<file path="config.mk">
export PLATFORM = sky130hd
export DESIGN_NAME = sbsi_queue
export DESIGN_NICKNAME = d
export VERILOG_FILES = /design/src/assert_macros.svh /design/src/sbsi_pkg.sv /design/src/sbsi_queue.sv
export SDC_FILE = /design/constraint.sdc
export NUM_CORES = 1
export LEC_CHECK = 0
export ABC_AREA = 1
export ABC_CLOCK_PERIOD_IN_PS = 17700
export BUFFER_PORTS_ARGS = -buffer_cell sky130_fd_sc_hd__buf_4
export CAP_MARGIN = 20
export CORE_AREA = 2 2 306 308
export DETAILED_ROUTE_END_ITERATION = 8
export DIE_AREA = 0 0 308 310
export PLACE_DENSITY_LB_ADDON = 0.12
export SYNTH_ARGS = -nofsm -noshare
export SYNTH_HDL_FRONTEND = slang
export SYNTH_SLANG_ARGS = --single-unit
</file>
<file path="constraint.sdc">
create_clock -name clk -period 17.7 [get_ports clk]
set_input_delay 3.54 -clock clk [delete_from_list [all_inputs] [get_ports clk]]
set_output_delay 3.54 -clock clk [all_outputs]
set_load 0.01 [all_outputs]
</file>
<file path="src/assert_macros.svh">
// Assertion macros used by the top level of the segment/box slab test.
// No dependencies; the bodies vanish when SYNTHESIS is defined.
`ifndef ASSERT_MACROS_SVH
`define ASSERT_MACROS_SVH
`ifndef SYNTHESIS
`define SBSI_ASSERT_IMPL(label, clk, rst_n, ante, cons) \
    label: assert property (@(posedge clk) disable iff (!rst_n) (ante) |-> (cons)) \
        else $error("implication check failed");
`define SBSI_ASSERT_NEVER(label, clk, rst_n, cond) \
    label: assert property (@(posedge clk) disable iff (!rst_n) !(cond)) \
        else $error("forbidden condition seen");
`else
`define SBSI_ASSERT_IMPL(label, clk, rst_n, ante, cons)
`define SBSI_ASSERT_NEVER(label, clk, rst_n, cond)
`endif
`endif

</file>
<file path="src/sbsi_pkg.sv">
// Types and constants of the segment/box slab test.
// No dependencies.
package sbsi_pkg;

    typedef logic signed [31:0] fx_t;
    typedef logic signed [32:0] fxd_t;

    typedef struct packed {
        fx_t origin_x;
        fx_t origin_y;
        fx_t origin_z;
        fx_t dir_x;
        fx_t dir_y;
        fx_t dir_z;
        fx_t box_min_x;
        fx_t box_min_y;
        fx_t box_min_z;
        fx_t box_max_x;
        fx_t box_max_y;
        fx_t box_max_z;
    } in_word_t;

    typedef struct packed {
        logic       hit;
        logic [1:0] kind;
        fx_t        point_x;
        fx_t        point_y;
        fx_t        point_z;
    } out_word_t;

    // classified item passed from front to back
    typedef struct packed {
        logic [2:0]       clip;
        logic             deg_miss;
        fx_t  [2:0]       org;
        fx_t  [2:0]       dir;
        fxd_t [2:0]       diff_lo;
        fxd_t [2:0]       diff_hi;
    } job_t;

    // what the back end carries alongside the dividers
    typedef struct packed {
        logic [2:0] clip;
        logic       deg_miss;
        fx_t  [2:0] org;
        fx_t  [2:0] dir;
    } side_t;

    localparam logic [1:0] KIND_MISS  = 2'd0;
    localparam logic [1:0] KIND_ENTRY = 2'd1;
    localparam logic [1:0] KIND_EXIT  = 2'd2;
    localparam logic [1:0] KIND_CONT  = 2'd3;

    localparam logic [0:0] CFG_EPSILON = 1'd0;
    localparam logic [0:0] CFG_CONT    = 1'd1;

    localparam fx_t FX_MAX = 32'sh7FFF_FFFF;
    localparam fx_t FX_MIN = 32'sh8000_0000;

    // divider: input register, 32 quotient stages, saturation register
    localparam int DIV_LAT = 34;

endpackage

</file>
<file path="src/sbsi_queue.sv">
// Two-word queue between front and back end.
// Depends on sbsi_pkg.
module sbsi_queue
    import sbsi_pkg::*;
(
    input  logic clk,
    input  logic rst_n,
    input  logic push,
    input  job_t push_job,
    input  logic pop,
    output logic head_valid,
    output job_t head,
    output logic full
);

    job_t       mem [2];
    logic       wr_ptr_reg;
    logic       rd_ptr_reg;
    logic [1:0] count_reg;
    logic       do_pop;

    assign do_pop     = pop && (count_reg != 2'd0);
    assign head_valid = (count_reg != 2'd0);
    assign head       = mem[rd_ptr_reg];
    assign full       = (count_reg == 2'd2);

    always_ff @(posedge clk or negedge rst_n)
    begin
        if (!rst_n)
        begin
            wr_ptr_reg <= 1'b0;
            rd_ptr_reg <= 1'b0;
            count_reg  <= 2'd0;
        end
        else
        begin
            if (push)
                wr_ptr_reg <= ~wr_ptr_reg;
            if (do_pop)
                rd_ptr_reg <= ~rd_ptr_reg;
            if (push && !do_pop)
                count_reg <= count_reg + 2'd1;
            else if (!push && do_pop)
                count_reg <= count_reg - 2'd1;
        end
    end

    always_ff @(posedge clk)
    begin
        if (push)
            mem[wr_ptr_reg] <= push_job;
    end

endmodule

</file>
==> reports/qor.csv <==
stage;metric;value;unit
clock_network;Worst-Skew Late Latency;0.66;ns
clock_network;clock root cell;clkbuf_16;
clock_network;post-CTS sizing;0;
pwr;Pwr Density;168;nW/um^2
floorplanning;I/O pins;794;
floorplanning;Die Wd;308;um
cells_and_area;final-stage net count;3296;
sta;Rel. slew slack;19.1;%
drt;drt wl/cell;19.4;um
sta;crit share post-route;43.9;%
synthesis;syn avg cell area;13.9;sq um
clock_network;Num CTS Buffers;89;
global_route;first-pass GRT wire length;113000;um
synthesis;cell area after synthesis;29000;sq um
sta;Final Hold Violating Endpoints;0;
synthesis;leading area contributor after synthesis;edfxtp_1;
placed_design;Placer Congestion;0.790;
floorplanning;Rows;112;
synthesis;most frequent cell after synthesis;nand2_1;
global_route;largest net degree at the start of global routing;217;
synthesis;Synth area leaders;edfxtp_1 82%, nand2_1 15%, buf_6 1.4%, buf_2 0.69%, dfrtp_1 0.35%;
sta;max-slew violations;0;
synthesis;Post-Synthesis Cells;2085;
synthesis;Mapped Nets;2484;
clock_network;CTS max path bufs;3;
clock_network;CTS H-tree depth;3;
clock_network;clk slew on worst S/H paths;0.06;ns
synthesis;synth cell count leaders;1191 x nand2_1, 788 x edfxtp_1, 40 x buf_2, 35 x buf_6, 9 x buf_4;
synthesis;Syn. warnings;0;
pwr;Peak VDD IR;0.0916;mV
min_path;hold wc startpoint;count_reg[1];
sta;skew final;0.0220;ns
drt;Vias;18000;
synthesis;#FFs+latches synth;792;
cells_and_area;layout cells sized above 1;31.4;%
cells_and_area;Layout area overhead;33.5;%
sta;post-route setup TNS;0;ns
global_route;All-Layer GR Usage;16.1;%
synthesis;Post-synth top flop;edfxtp_1;
setup_path;critical path launch point type;register;
setup_path;CP endpoint kind;output port;
flow_run;max-cap viol count;0;
placed_design;dpl hpwl;53400;um
global_route;number of global-route vias before repair;18100;
pwr;Tot Pwr;6.50;mW
setup_path;Worst EP required;14.16;ns
sta;crit path time final;7.77;ns
setup_path;Critical Path AT;4.23;ns
drt;DR vias/cell;4.32;
clock_network;setup bufs post-CTS;0;
drt;Post-DRT Antenna Nets;0;
drt;Remaining DRCs;0;
clock_network;cts hold-fix bufs;0;
floorplanning;Initial Utilization;31.3;%
setup_path;launch point of the worst reg-to-reg path;wr_ptr_reg;
sta;Worst Max-Slew Pin Slew;1.21;ns
floorplanning;Core ar.;92500;sq um
sta;Max Fclk;129;MHz
sta;final setup fails;0;
drt;final WL;80800;um
floorplanning;Die ar.;95500;sq um
setup_path;critical setup path kind;register to output port;
floorplanning;chip height;310;um
min_path;Hold Crit Class;register to register;
sta;RSZ-0062 raised after global routing;false;
synthesis;number of synthesized flops with an enable pin;788;
synthesis;Yosys cell types;15;
synthesis;post-synth top area share;81.6;%
global_route;global route overflow;0;
drt;DRT iter0 DRCs;1042;
pwr;P_leak;16.2;nW
synthesis;register area share after synthesis;82.0;%
clock_network;Sinks on Clock Net;792;
synthesis;asr flop ratio synth;0.505;%
clock_network;CTS tree;built;
setup_path;CP Max Fanout;216;
cells_and_area;max reg flops;788;
placed_design;I/O Buffers;793;
drt;drt first pass iters;5;
status;status;finished clean;
setup_path;worst setup path startpoint;rd_ptr_reg;
global_route;initial antenna violation count;16;
==> placed cells by master (no fill, tap or decap) <==
master,n
edfxtp_1,788
clkinv_1,18
xnor2_1,1
clkbuf_1,23
dfrtp_1,3
buf_16,1
diode_2,12
clkinv_4,1
clkinv_2,14
buf_12,2
nand3_1,2
buf_4,805
clkbuf_16,90
ha_1,1
xor2_1,1
inv_8,1
nor2_1,1
clkinvlp_4,3
nand2_1,1191
inv_1,5
clkinv_8,4
nand4_1,1
inv_6,4
bufinv_16,4
dfrtp_4,1
nor2_4,1
==> final cells by class <==
class | count | area, sq um
timing repair buffer | 808 | 6110
clock buffer | 113 | 2340
clock inverter | 47 | 373
antenna | 12 | 30.0
sequential | 792 | 23800
tap | 1197 | 1500
inverter | 7 | 46.3
fill | 8657 | 53800
multi-input combinational | 1199 | 4530
==> cell families (layout without fill, tap and decap cells) <==
kind of cell,count (synthesis),after routing,share of synthesized area [%]
xor gates and xnor gates,2,2,0.0604
DFF,792,792,82.0
buffers and inverters,94,975,2.42
adders and majority gates,1,1,0.0432
and+or+nand+nor,1196,1196,15.5
other,0,12,0
==> final timing paths <==
| path | endpoint | slack [ns] | cells after the start |
|---|---|---|---|
| worst max register to register | mem[0][144] | 13.71 | 4 |
| worst max-delay path | head[93] | 9.93 | 5 |
| worst min register to register | count_reg[1] | 0.48 | 2 |
| max in group asynchronous | rd_ptr_reg | 14.91 | 1 |
| min in group asynchronous | wr_ptr_reg | 2.67 | 1 |
| worst min-delay path | count_reg[1] | 0.48 | 2 |
==> power by group <==
part           internal (mW)  switching (mW)
registers               2.49           0.106
logic                  0.830            1.35
clock network          0.993           0.730
==> stage by stage <==
step | worst slack, ns | area, sq um | cells | hold WS (ns) | utilization [%]
2_1_floorplan | 3.40 | 29000 | 2085 | 0.442 | -
3_3_place_gp | 10.42 | 35900 | 4002 | 0.456 | 38.8
3_5_place_dp | 10.39 | 35900 | 4002 | 0.472 | 38.8
4_1_cts | 9.88 | 38600 | 4162 | 0.485 | 41.8
5_1_grt | 9.67 | 38700 | 4172 | 0.497 | 41.8
6_report | 9.93 | 38700 | 4175 | 0.480 | 41.8
==> worst max-delay path, cell delays in order, from the launching register on <==
cell	delay, ns
dfrtp_4	1.11
clkinv_8	0.87
buf_4	0.81
nand2_1	0.17
nand2_1	0.09
buf_4	0.16
==> per-layer routing <==
layer	up-vias	global-route usage (%)	share of wire, %
li1	8714	-	-
met1	8610	16.1	34
met2	579	29.3	53
met3	123	6.67	9.4
met4	8	6.95	3.0
met5	-	0	0.068
(Power assumes the default switching activity.)
