## src/assert_macros.svh

```systemverilog
// Assertion macros used by the top level of the segment/box slab test.
// No dependencies; the bodies vanish when SYNTHESIS is defined.
`ifndef ASSERT_MACROS_SVH
`define ASSERT_MACROS_SVH
`ifndef SYNTHESIS
`define SBSI_ASSERT_IMPL(label, clk, rst_n, ante, cons) \
    label: assert property (@(posedge clk) disable iff (!rst_n) (ante) |-> (cons)) \
        else $error("implication check failed");
`define SBSI_ASSERT_NEVER(label, clk, rst_n, cond) \
    label: assert property (@(posedge clk) disable iff (!rst_n) !(cond)) \
        else $error("forbidden condition seen");
`else
`define SBSI_ASSERT_IMPL(label, clk, rst_n, ante, cons)
`define SBSI_ASSERT_NEVER(label, clk, rst_n, cond)
`endif
`endif

```

## src/sbsi_pkg.sv

```systemverilog
// Types and constants of the segment/box slab test.
// No dependencies.
package sbsi_pkg;

    typedef logic signed [31:0] fx_t;
    typedef logic signed [32:0] fxd_t;

    typedef struct packed {
        fx_t origin_x;
        fx_t origin_y;
        fx_t origin_z;
        fx_t dir_x;
        fx_t dir_y;
        fx_t dir_z;
        fx_t box_min_x;
        fx_t box_min_y;
        fx_t box_min_z;
        fx_t box_max_x;
        fx_t box_max_y;
        fx_t box_max_z;
    } in_word_t;

    typedef struct packed {
        logic       hit;
        logic [1:0] kind;
        fx_t        point_x;
        fx_t        point_y;
        fx_t        point_z;
    } out_word_t;

    // classified item passed from front to back
    typedef struct packed {
        logic [2:0]       clip;
        logic             deg_miss;
        fx_t  [2:0]       org;
        fx_t  [2:0]       dir;
        fxd_t [2:0]       diff_lo;
        fxd_t [2:0]       diff_hi;
    } job_t;

    // what the back end carries alongside the dividers
    typedef struct packed {
        logic [2:0] clip;
        logic       deg_miss;
        fx_t  [2:0] org;
        fx_t  [2:0] dir;
    } side_t;

    localparam logic [1:0] KIND_MISS  = 2'd0;
    localparam logic [1:0] KIND_ENTRY = 2'd1;
    localparam logic [1:0] KIND_EXIT  = 2'd2;
    localparam logic [1:0] KIND_CONT  = 2'd3;

    localparam logic [0:0] CFG_EPSILON = 1'd0;
    localparam logic [0:0] CFG_CONT    = 1'd1;

    localparam fx_t FX_MAX = 32'sh7FFF_FFFF;
    localparam fx_t FX_MIN = 32'sh8000_0000;

    // divider: input register, 32 quotient stages, saturation register
    localparam int DIV_LAT = 34;

endpackage

```

## src/sbsi_front.sv

```systemverilog
// Front end: accepts a word, flags near-zero axes and slab differences.
// Depends on sbsi_pkg.
module sbsi_front
    import sbsi_pkg::*;
(
    input  logic        clk,
    input  logic        rst_n,
    input  logic        accept,
    input  in_word_t    item,
    input  logic [15:0] eps,
    output logic        job_valid,
    output job_t        job
);

    fx_t        o [3];
    fx_t        d [3];
    fx_t        lo [3];
    fx_t        hi [3];
    job_t       job_next;
    logic       job_valid_reg;
    job_t       job_reg;

    assign o[0]  = item.origin_x;
    assign o[1]  = item.origin_y;
    assign o[2]  = item.origin_z;
    assign d[0]  = item.dir_x;
    assign d[1]  = item.dir_y;
    assign d[2]  = item.dir_z;
    assign lo[0] = item.box_min_x;
    assign lo[1] = item.box_min_y;
    assign lo[2] = item.box_min_z;
    assign hi[0] = item.box_max_x;
    assign hi[1] = item.box_max_y;
    assign hi[2] = item.box_max_z;

    always_comb
    begin
        logic [32:0] mag;
        fx_t         l;
        fx_t         h;
        job_next = '0;
        for (int a = 0; a < 3; a++)
        begin
            mag = d[a][31] ? (33'd0 - {d[a][31], d[a]}) : {1'b0, d[a]};
            job_next.clip[a] = (d[a] != 32'sd0) && (mag >= {17'd0, eps});
            l = (lo[a] < hi[a]) ? lo[a] : hi[a];
            h = (lo[a] < hi[a]) ? hi[a] : lo[a];
            if (!job_next.clip[a] && ((o[a] < l) || (o[a] > h)))
                job_next.deg_miss = 1'b1;
            job_next.org[a]     = o[a];
            job_next.dir[a]     = d[a];
            job_next.diff_lo[a] = $signed({lo[a][31], lo[a]}) - $signed({o[a][31], o[a]});
            job_next.diff_hi[a] = $signed({hi[a][31], hi[a]}) - $signed({o[a][31], o[a]});
        end
    end

    always_ff @(posedge clk or negedge rst_n)
    begin
        if (!rst_n)
            job_valid_reg <= 1'b0;
        else
            job_valid_reg <= accept;
    end

    always_ff @(posedge clk)
    begin
        if (accept)
            job_reg <= job_next;
    end

    assign job_valid = job_valid_reg;
    assign job       = job_reg;

endmodule

```

## config.mk

```make
export PLATFORM = sky130hd
export DESIGN_NAME = sbsi_front
export DESIGN_NICKNAME = d
export VERILOG_FILES = /design/src/assert_macros.svh /design/src/sbsi_pkg.sv /design/src/sbsi_front.sv
export SDC_FILE = /design/constraint.sdc
export NUM_CORES = 1
export LEC_CHECK = 0
export CAP_MARGIN = 20
export CELL_PAD_IN_SITES_DETAIL_PLACEMENT = 1
export CELL_PAD_IN_SITES_GLOBAL_PLACEMENT = 2
export CORE_AREA = 2 2 310 312
export DETAILED_ROUTE_END_ITERATION = 10
export DIE_AREA = 0 0 312 314
export DONT_BUFFER_PORTS = 1
export HOLD_SLACK_MARGIN = 0.05
export PLACE_DENSITY_LB_ADDON = 0.1
export SLEW_MARGIN = 20
export SYNTH_ARGS = -nofsm -noshare
export SYNTH_HDL_FRONTEND = slang
export SYNTH_SLANG_ARGS = --single-unit
```

## constraint.sdc

```tcl
create_clock -name clk -period 0.8 [get_ports clk]
set_input_delay 0.04 -clock clk [delete_from_list [all_inputs] [get_ports clk]]
set_output_delay 0.04 -clock clk [all_outputs]
set_load 0.01 [all_outputs]
```

==> results of run 1 <==
-- critical path: cells and delay by family --
kind | cells | cell delay (ps)
AOI/OAI and AO/OA | 10 | 2260
and+or+nand+nor | 5 | 1010
adders and majority gates | 2 | 490
buffers and inverters | 3 | 370
xor gates and xnor gates | 2 | 300
muxes | 1 | 230
-- final cells by class --
class,count,area [sq um]
fill,10300,43700
sequential,395,11900
timing repair buffer,1303,11300
clock inverter,36,399
multi-input combinational,2559,23200
tap,1265,1580
inverter,291,1260
clock buffer,48,1160
-- power breakdown --
| group | internal, mW | leakage, nW | switching (mW) |
|---|---|---|---|
| clock network | 12.6 | 0.764 | 10.1 |
| registers | 26.1 | 3.87 | 3.18 |
| logic | 16.8 | 18.0 | 14.9 |
| total | 55.6 | 22.6 | 28.2 |
-- cells by family after synthesis --
kind of cell	count (synthesis)	synth area share
XOR/XNOR	206	0.0552
flip-flops	395	0.363
multiplexers	130	0.0399
AO/OA/AOI/OAI	881	0.173
adder cells (fa/ha/maj)	531	0.205
AND/OR/NAND/NOR	811	0.126
buffers and inverters	338	0.0388
-- cell usage in the layout (no fill, tap or decap), types with 25 or more instances in the layout --
| master | count |
|---|---|
| inv_1 | 238 |
| nand2_1 | 149 |
| nand3_1 | 50 |
| clkbuf_16 | 46 |
| o21ai_0 | 98 |
| xnor2_1 | 130 |
| a21oi_2 | 61 |
| nor3_1 | 59 |
| mux2i_1 | 123 |
| o21bai_1 | 26 |
| o21a_1 | 55 |
| nand4_1 | 55 |
| xor2_1 | 43 |
| buf_4 | 873 |
| xnor2_2 | 25 |
| dlygate4sd3_1 | 284 |
| nor2_1 | 185 |
| inv_2 | 32 |
| a21oi_1 | 198 |
| nor2b_1 | 36 |
| a21o_1 | 143 |
| buf_6 | 71 |
| ha_4 | 72 |
| dlymetal6s4s_1 | 27 |
| edfxtp_1 | 394 |
| nand2b_1 | 43 |
| ha_1 | 444 |
-- layer usage --
layer  wire length [um]  GRT usage
met1              59900      0.346
met2              80600      0.561
met3              13100     0.0933
met4               8640      0.142
met5                 57          0
-- path summary, 6_finish.rpt --
kind / startpoint / end / depth (start not counted)
min in group asynchronous: rst_n / job_valid / 2
max in group asynchronous: rst_n / job_valid / 2
worst min-delay path: accept / job[78] / 0
worst max-delay path: item[22] / job[390] / 23
-- timing repair --
item,in CTS,in global routing
pin swaps,178,254
hold buffers,290,53
setup endpoints to repair,566,599
buffers inserted,77,84
endpoints found under the hold margin,784,634
gates resized for setup,215,503
gates cloned,2,0
-- metrics by stage --
stage / instances / hold slack, ps
after floorplan: 3292 / -256
after global placement: 5354 / -256
after detailed placement: 5354 / -256
after CTS: 5793 / -527
after global routing: 5897 / -521
final: 5897 / -498
==> metrics.txt, run 1 <==
status=complete, but fails checks; violated checks=negative hold slack, negative setup slack; max_cap viols=0; largest net degree at the start of global routing=around 400; Pwr Total=83.8 mW; Area Growth Syn to Fin=55.1%; I/O pins=798; utilization after layout=0.537; initial antenna violation count=8; Worst path max stage delay=430 ps; die area=about 98000 sq um; H-tree Lvls=2; Hold WS=-498 ps; Final ANT Viol Nets=0; PwrDens=1650 nW/um^2; top-area cell type share of the netlist area=0.362; Critical Path End Type=register; DRC=0; routed length per instance=27.5 um; clk root buf=clkbuf_16; Die X=312 um; most common cell in the netlist=ha_1; CP Class=input port to register; Leak Pwr=about 23 nW; cell area after layout=50700 sq um; Slew Limit Headroom=0.395; Vias=32.6k; setup_tns=-427590 ps; Synth async-reset ratio=0.00253; Worst Path Arrival=4700 ps; Clock Path Buffers=3; number of placement rows=113; Overflow after GRT=0; Post-Syn Instances=3292; GRT Util Overall=0.315; crit path max-delay cell type=a2111o_1; Max Transition Viols Final=0; CTS sink count=395; Post-synth top cells=ha_1 (525), edfxtp_1 (394), inv_1 (291), a21oi_1 (275), nor2_1 (204); Fmax=232 MHz; synthesized cell area=32700 sq um; Antenna Cells=0; first-pass GRT wire length=231000 um; Syn Area/Cell=just under 10 sq um; post-synth top area cell=edfxtp_1; Main synth FF type=edfxtp_1; vias in the first global route=35.3k; Vias/cell=5.53; max reg flops=around 390; CP most frequent cell=a21o_1; startpoint types=input port; core area=94400 sq um; Tmin final=about 4300 ps; Setup WS post-layout=-3520 ps; share of post-route cells with drive strength above 1=0.340; Final Cycle Share=5.39; crit-path max FO=6; sequential fraction of the synthesis area=0.363; post-synthesis cell type count=71; Seq cells post-synth=approximately 400; Net count, final=5530; IO buf count=0; TritonCTS clock tree=built; final hold vios=359; dpl hpwl=roughly 120000 um; floorplan die height=314 um; Initial Util=0.346; hold crit path type=input port to register; GP Congestion=between 0.9 and 1; unrepaired setup endpoints after global routing=true; Post-synth EDFFs=~390; Mapped Nets=4226; worst-path cell chain=inv_1, ha_4, and4_1, nor4bb_4, and4_1, a2111o_1, nor3_4, xnor2_4, buf_12, buf_16, mux2i_2, ha_1, a21o_1, a21o_1, a21o_1, a211oi_2, nor4_2, a311oi_1, o211ai_1, a31oi_1, xnor2_1, a21oi_2, o221ai_2; Yosys warnings=0; DRT Wirelength=162000 um; VDD IR max=1.61 mV; Slew @ Worst Pin=908 ps; final setup vio count=617; top cells by area, synth=edfxtp_1 (36%), ha_1 (20%), a21oi_1 (4.2%); Num CTS Buffers=46; setup slack at placement=-4770 ps; Clk pin slew, worst setup/hold paths=60 ps; dpl cell area=41900 sq um; DRT iter0 DRCs=1813; CP Data Required Time=1180 ps; TritonRoute pass-1 iters=5
Note: power is estimated with default switching activity, not from simulation.
==> inputs of run 2 (changes only) <==
CELL_PAD_IN_SITES_DETAIL_PLACEMENT = not set   (was 1)
CELL_PAD_IN_SITES_GLOBAL_PLACEMENT = not set   (was 2)
CORE_AREA = 2 2 315 317   (was 2 2 310 312)
DIE_AREA = 0 0 317 319   (was 0 0 312 314)
PLACE_DENSITY_LB_ADDON = not set   (was 0.1)
REMOVE_ABC_BUFFERS = 1   (was not set)
clock period = 5.4 ns   (was 0.8 ns; I/O delays follow)
==> run 2 against run 1 <==
Net effect: core utilization is 14 points lower; the run ends with negative hold slack left; clock power is 87% lower; non-clock buffer count is 1010 lower; largest cell class unchanged; worst hold slack better by 210 ps; routed wire length is 28% lower; die area is 3.2% higher; critical endpoint unchanged.
==> metrics.txt, run 2 (synthesis gave the netlist of run 1 again) <==
status=complete, but fails checks; violated checks=negative hold slack; first-pass GRT wire length=169000 um; CTS sink count=395; Clk pin slew, worst setup/hold paths=60 ps; Reg power frac=0.419; post-CTS setup buffers=0; floorplan die height=319 um; Initial Util=0.335; startpoint types=input port; crit-path max FO=20; Worst Path Arrival=roughly 5000 ps; worst-path cell chain=inv_1, ha_1, nand4_1, nor4bb_1, nand4_1, a211oi_1, nor3_1, xnor2_2, buf_4, mux2i_1, ha_1, a21o_1, a21o_1, a21oi_1, nor2_1, a2111oi_0, nor2_1, nor3_1, xor2_1, a21oi_1, o221ai_2; largest net degree at the start of global routing=between 300 and 400; Final ANT Viol Nets=0; crit path max-delay cell type=nor4bb_1; sum of buffers and inverters on the critical path=2; Internal=between 6 and 7 mW; clk root buf=clkbuf_16; Slew @ Worst Pin=953 ps; Clk pwr share=0.299; Max Transition Viols Final=0; TritonRoute pass-1 iters=5; max_cap viols=0; PwrDens=~260 nW/um^2; dpl hpwl=91600 um; H-tree Lvls=2; Hold Path End=job_valid; Net count, final=4520; final setup vio count=0; die area=101000 sq um; cell area after layout=38500 sq um; dpl cell area=between 30000 and 40000 sq um; Hold Path Depth=0; GRT Util Overall=0.222; part of the power in combinational logic=0.281; vias in the first global route=26.6k; hold_buf cts=269; Slew Limit Headroom=0.362; Post-CTS Resized=0; number of placement rows=115; Worst path max stage delay=590 ps; Non-Filler Instances=between 4k and 5k; Vias=27.0k; TritonCTS clock tree=built; Critical Path End Type=register; GP Congestion=0.953; routed length per instance=roughly 24 um; Die X=317 um; CP Data Required Time=5740 ps; Most Crowded Layer GR=met2; Hold WS=-284 ps; Area Growth Syn to Fin=17.8%; Hold Crit Start=accept; Clock Path Buffers=3; Final Cycle Share=0.855; M3 GR Usage=0.0721; DRT Wirelength=117000 um; final hold vios=95; Num CTS Buffers=46; VDD IR max=~0.22 mV; DRT iter0 DRCs=2143; CP Class=input port to register; most frequent cells in the layout=ha_1 (525), edfxtp_1 (394), inv_1 (291); hold crit path type=input port to register; Pwr Total=10.2 mW; core area=97700 sq um; Vias/cell=5.49; unrepaired setup endpoints after global routing=false; utilization after layout=0.394; I/O pins=798; Overflow after GRT=0; met1 usage=0.261; P_sw=3.30 mW; Fmax=217 MHz; Sw Ratio=0.323; dpl cells=4556; setup_tns=0 ps; Leak Pwr=around 17 nW; Tmin final=roughly 4600 ps; commonest non-fill, non-tap cell in the layout=ha_1; crit-path leading delay family=compound AO/OA/AOI/OAI gates; initial antenna violation count=10; DRC=0; GR Layer Usage met2=0.378; IO buf count=0; share of post-route cells with drive strength above 1=0.0343; max reg flops=394
## run 2: changes by cell type in the layout (fill, tap and decap cells not counted), sizes merged
cell	change
bufinv	-4
diode	+8
clkinvlp	-5
clkinv	-9
bufbuf	-2
dlymetal6s2s	-12
inv	+6
dlymetal6s4s	-27
dlygate4sd3	-15
buf	-947
clkbuf	+2
## run 2: worst max path at each step
stage	to	slack [ps]	cells past startpoint	from
final	job[390]	780	21	item[31]
after global routing	job[390]	400	22	item[31]
after CTS	job[390]	860	25	item[71]
after detailed placement	job[390]	180	23	item[71]
after global placement	job[390]	250	25	item[71]
after floorplan	job[390]	-3470	21	item[23]
## run 2: area by class of cell
type	instances	area, sq um
Inverter	291	1090
Fill cell	9507	59200
Antenna cell	8	20.0
Sequential cell	395	11900
Multi-Input combinational cell	2559	19600
Clock inverter	24	203
Timing Repair Buffer	293	2920
Clock buffer	57	1210
Tap cell	1287	1610
## run 2: power groups by stage
| stage | Clock [mW] | Sequential [mW] | Combinational (mW) |
|---|---|---|---|
| global route | 3.25 | 4.31 | 3.21 |
| CTS | 3.12 | 4.28 | 2.85 |
| global placement | 0 | 4.34 | 2.62 |
| detailed placement | 0 | 4.33 | 2.63 |
| floorplan | 0 | 4.20 | 2.08 |
| finish | 3.05 | 4.28 | 2.87 |
## run 2: metrics by stage
step / hold WS [ps] / setup WS (ps)
2_1_floorplan: -25.6 / -3470
3_3_place_gp: -25.6 / 255
3_5_place_dp: -25.6 / 179
4_1_cts: -329 / 863
5_1_grt: -343 / 403
6_report: -284 / 782
## run 2: layer usage
| metal | routed length (um) | part of all wire |
|---|---|---|
| met4 | 4280 | 0.036 |
| met2 | 55700 | 0.47 |
| met1 | 46300 | 0.39 |
| met5 | 0 | 0 |
| met3 | 11000 | 0.094 |
==> inputs of run 3 (changes only) <==
GPL_TIMING_DRIVEN = 0   (was not set)
RECOVER_POWER = 100   (was not set)
==> run 3 against run 2 <==
Net effect: the flow still finishes with violations (negative hold slack); total power is 2.2% higher; first-iteration DRC count is 5.5% lower; die area stayed put; count of clock-buffer cells in the layout is 1 higher; highest routed layer is now met5.
==> metrics.txt, run 3 (synthesis gave the netlist of run 1 again) <==
status=complete, but fails checks; violated checks=negative hold slack; vias in the first global route=26.7k; core area=97700 sq um; TritonCTS clock tree=built; max reg flops=394; largest net degree at the start of global routing=396; die area=101000 sq um; unrepaired setup endpoints after global routing=false; Num CTS Buffers=47; Non-Filler Instances=4927; area of the multi-input gates=slightly below 20000 sq um; Layout fillers=9481; Worst Path Arrival=5440 ps; Critical Path End Type=register; Slew Limit Headroom=0.221; sum of buffers and inverters on the critical path=4; Fmax=slightly below 200 MHz; number of placement rows=roughly 120; Initial Util=0.335; hold_buf cts=between 200 and 300; I/O pins=798; GP Congestion=0.950; worst-path cell chain=inv_1, ha_1, a21o_1, a21o_1, a221o_1, a2111o_1, nor3_2, xnor2_4, buf_8, buf_6, buf_6, mux2i_1, ha_1, a21o_1, a21o_1, a21o_1, a211oi_2, nor4_2, a311oi_1, o211ai_1, a31oi_1, xnor2_1, a21oi_2, o221ai_2; routed length per instance=23.7 um; dpl hpwl=89700 um; Final Cycle Share=0.939; TritonRoute pass-1 iters=5; DRT Wirelength=between 100000 and 150000 um; Max Transition Viols Final=0; commonest non-fill, non-tap cell in the layout=ha_1; Final ANT Viol Nets=0; GRT Util Overall=0.220; PwrDens=268 nW/um^2; Die X=317 um; final setup vio count=0; Clock Path Buffers=3; Clk pin slew, worst setup/hold paths=60 ps; clk root buf=clkbuf_16; CP most frequent cell=a21o_1; crit-path leading delay family=compound AO/OA/AOI/OAI gates; share of post-route cells with drive strength above 1=0.0333; Reg area=11900 sq um; hold crit path type=input port to register; crit-path max FO=12; IO buf count=0; CP Data Required Time=5770 ps; Vias=between 20k and 30k; DRC=0; CTS sink count=around 400; final hold vios=94; Net count, final=between 4k and 5k; Slew @ Worst Pin=~1200 ps; max_cap viols=0; Pwr Total=10.4 mW; startpoint types=input port; CP Class=input port to register; dpl cells=4542; floorplan die height=319 um; most frequent cells in the layout=ha_1 (525), edfxtp_1 (394), inv_1 (291); Worst path max stage delay=420 ps; DRT iter0 DRCs=2025; first-pass GRT wire length=168000 um; Tmin final=just over 5000 ps; VDD IR max=roughly 0.23 mV; H-tree Lvls=2; Leak Pwr=approximately 17 nW; Vias/cell=about 5.5; Area Growth Syn to Fin=18.9%; Hold WS=-287 ps; crit path max-delay cell type=a2111o_1; Overflow after GRT=0; initial antenna violation count=10
## run 3: cell type report
type,instances,area share
antenna,4,0.000257
clock buffer,58,0.0318
clock inverter,25,0.00717
inverter,291,0.0281
multi-input combinational,2559,0.505
sequential,395,0.305
tap,1287,0.0414
timing repair buffer,308,0.0810
## run 3: worst paths after layout
check | startpoint | to | slack [ps] | depth (start not counted)
max | item[13] | job[390] | 330 | 24
max in group asynchronous | rst_n | job_valid | 4880 | 2
min in group asynchronous | rst_n | job_valid | 420 | 2
min | accept | job_valid | -290 | 0
## run 3: repair_timing
item | CTS | global route
gates resized for setup | 5 | 4
pin swaps | 1 | 2
buffers inserted | 1 | 8
endpoints found under the hold margin | 689 | 364
endpoints found under the setup margin | 1 | 1
## run 3: where the power goes
part,switching [mW],total (mW),internal (mW)
Sequential,0.412,4.28,3.87
Clock,1.38,3.21,1.83
Combinational,1.55,2.92,1.37
Total,3.34,10.4,7.08
## run 3: metrics by stage
step           hold WS [ps]  setup WS, ps  cell area [sq um]   util  setup TNS [ps]
2_1_floorplan         -25.6         -3470              32500      -           -3470
3_3_place_gp          -25.6         -6830              34100  0.349           -6830
3_5_place_dp          -25.6         -1470              34300  0.352           -1470
4_1_cts                -329          3.87              38800  0.397               0
5_1_grt                -346          24.8              38900  0.398               0
6_report               -287           330              38900  0.398               0
## run 3: layer usage
layer	part of all wire	vias to the layer above	global-route usage
met5	0.000069	-	0
met4	0.039	2	0.0805
met3	0.094	232	0.0729
met2	0.48	1070	0.375
met1	0.39	12800	0.255
li1	-	13000	-
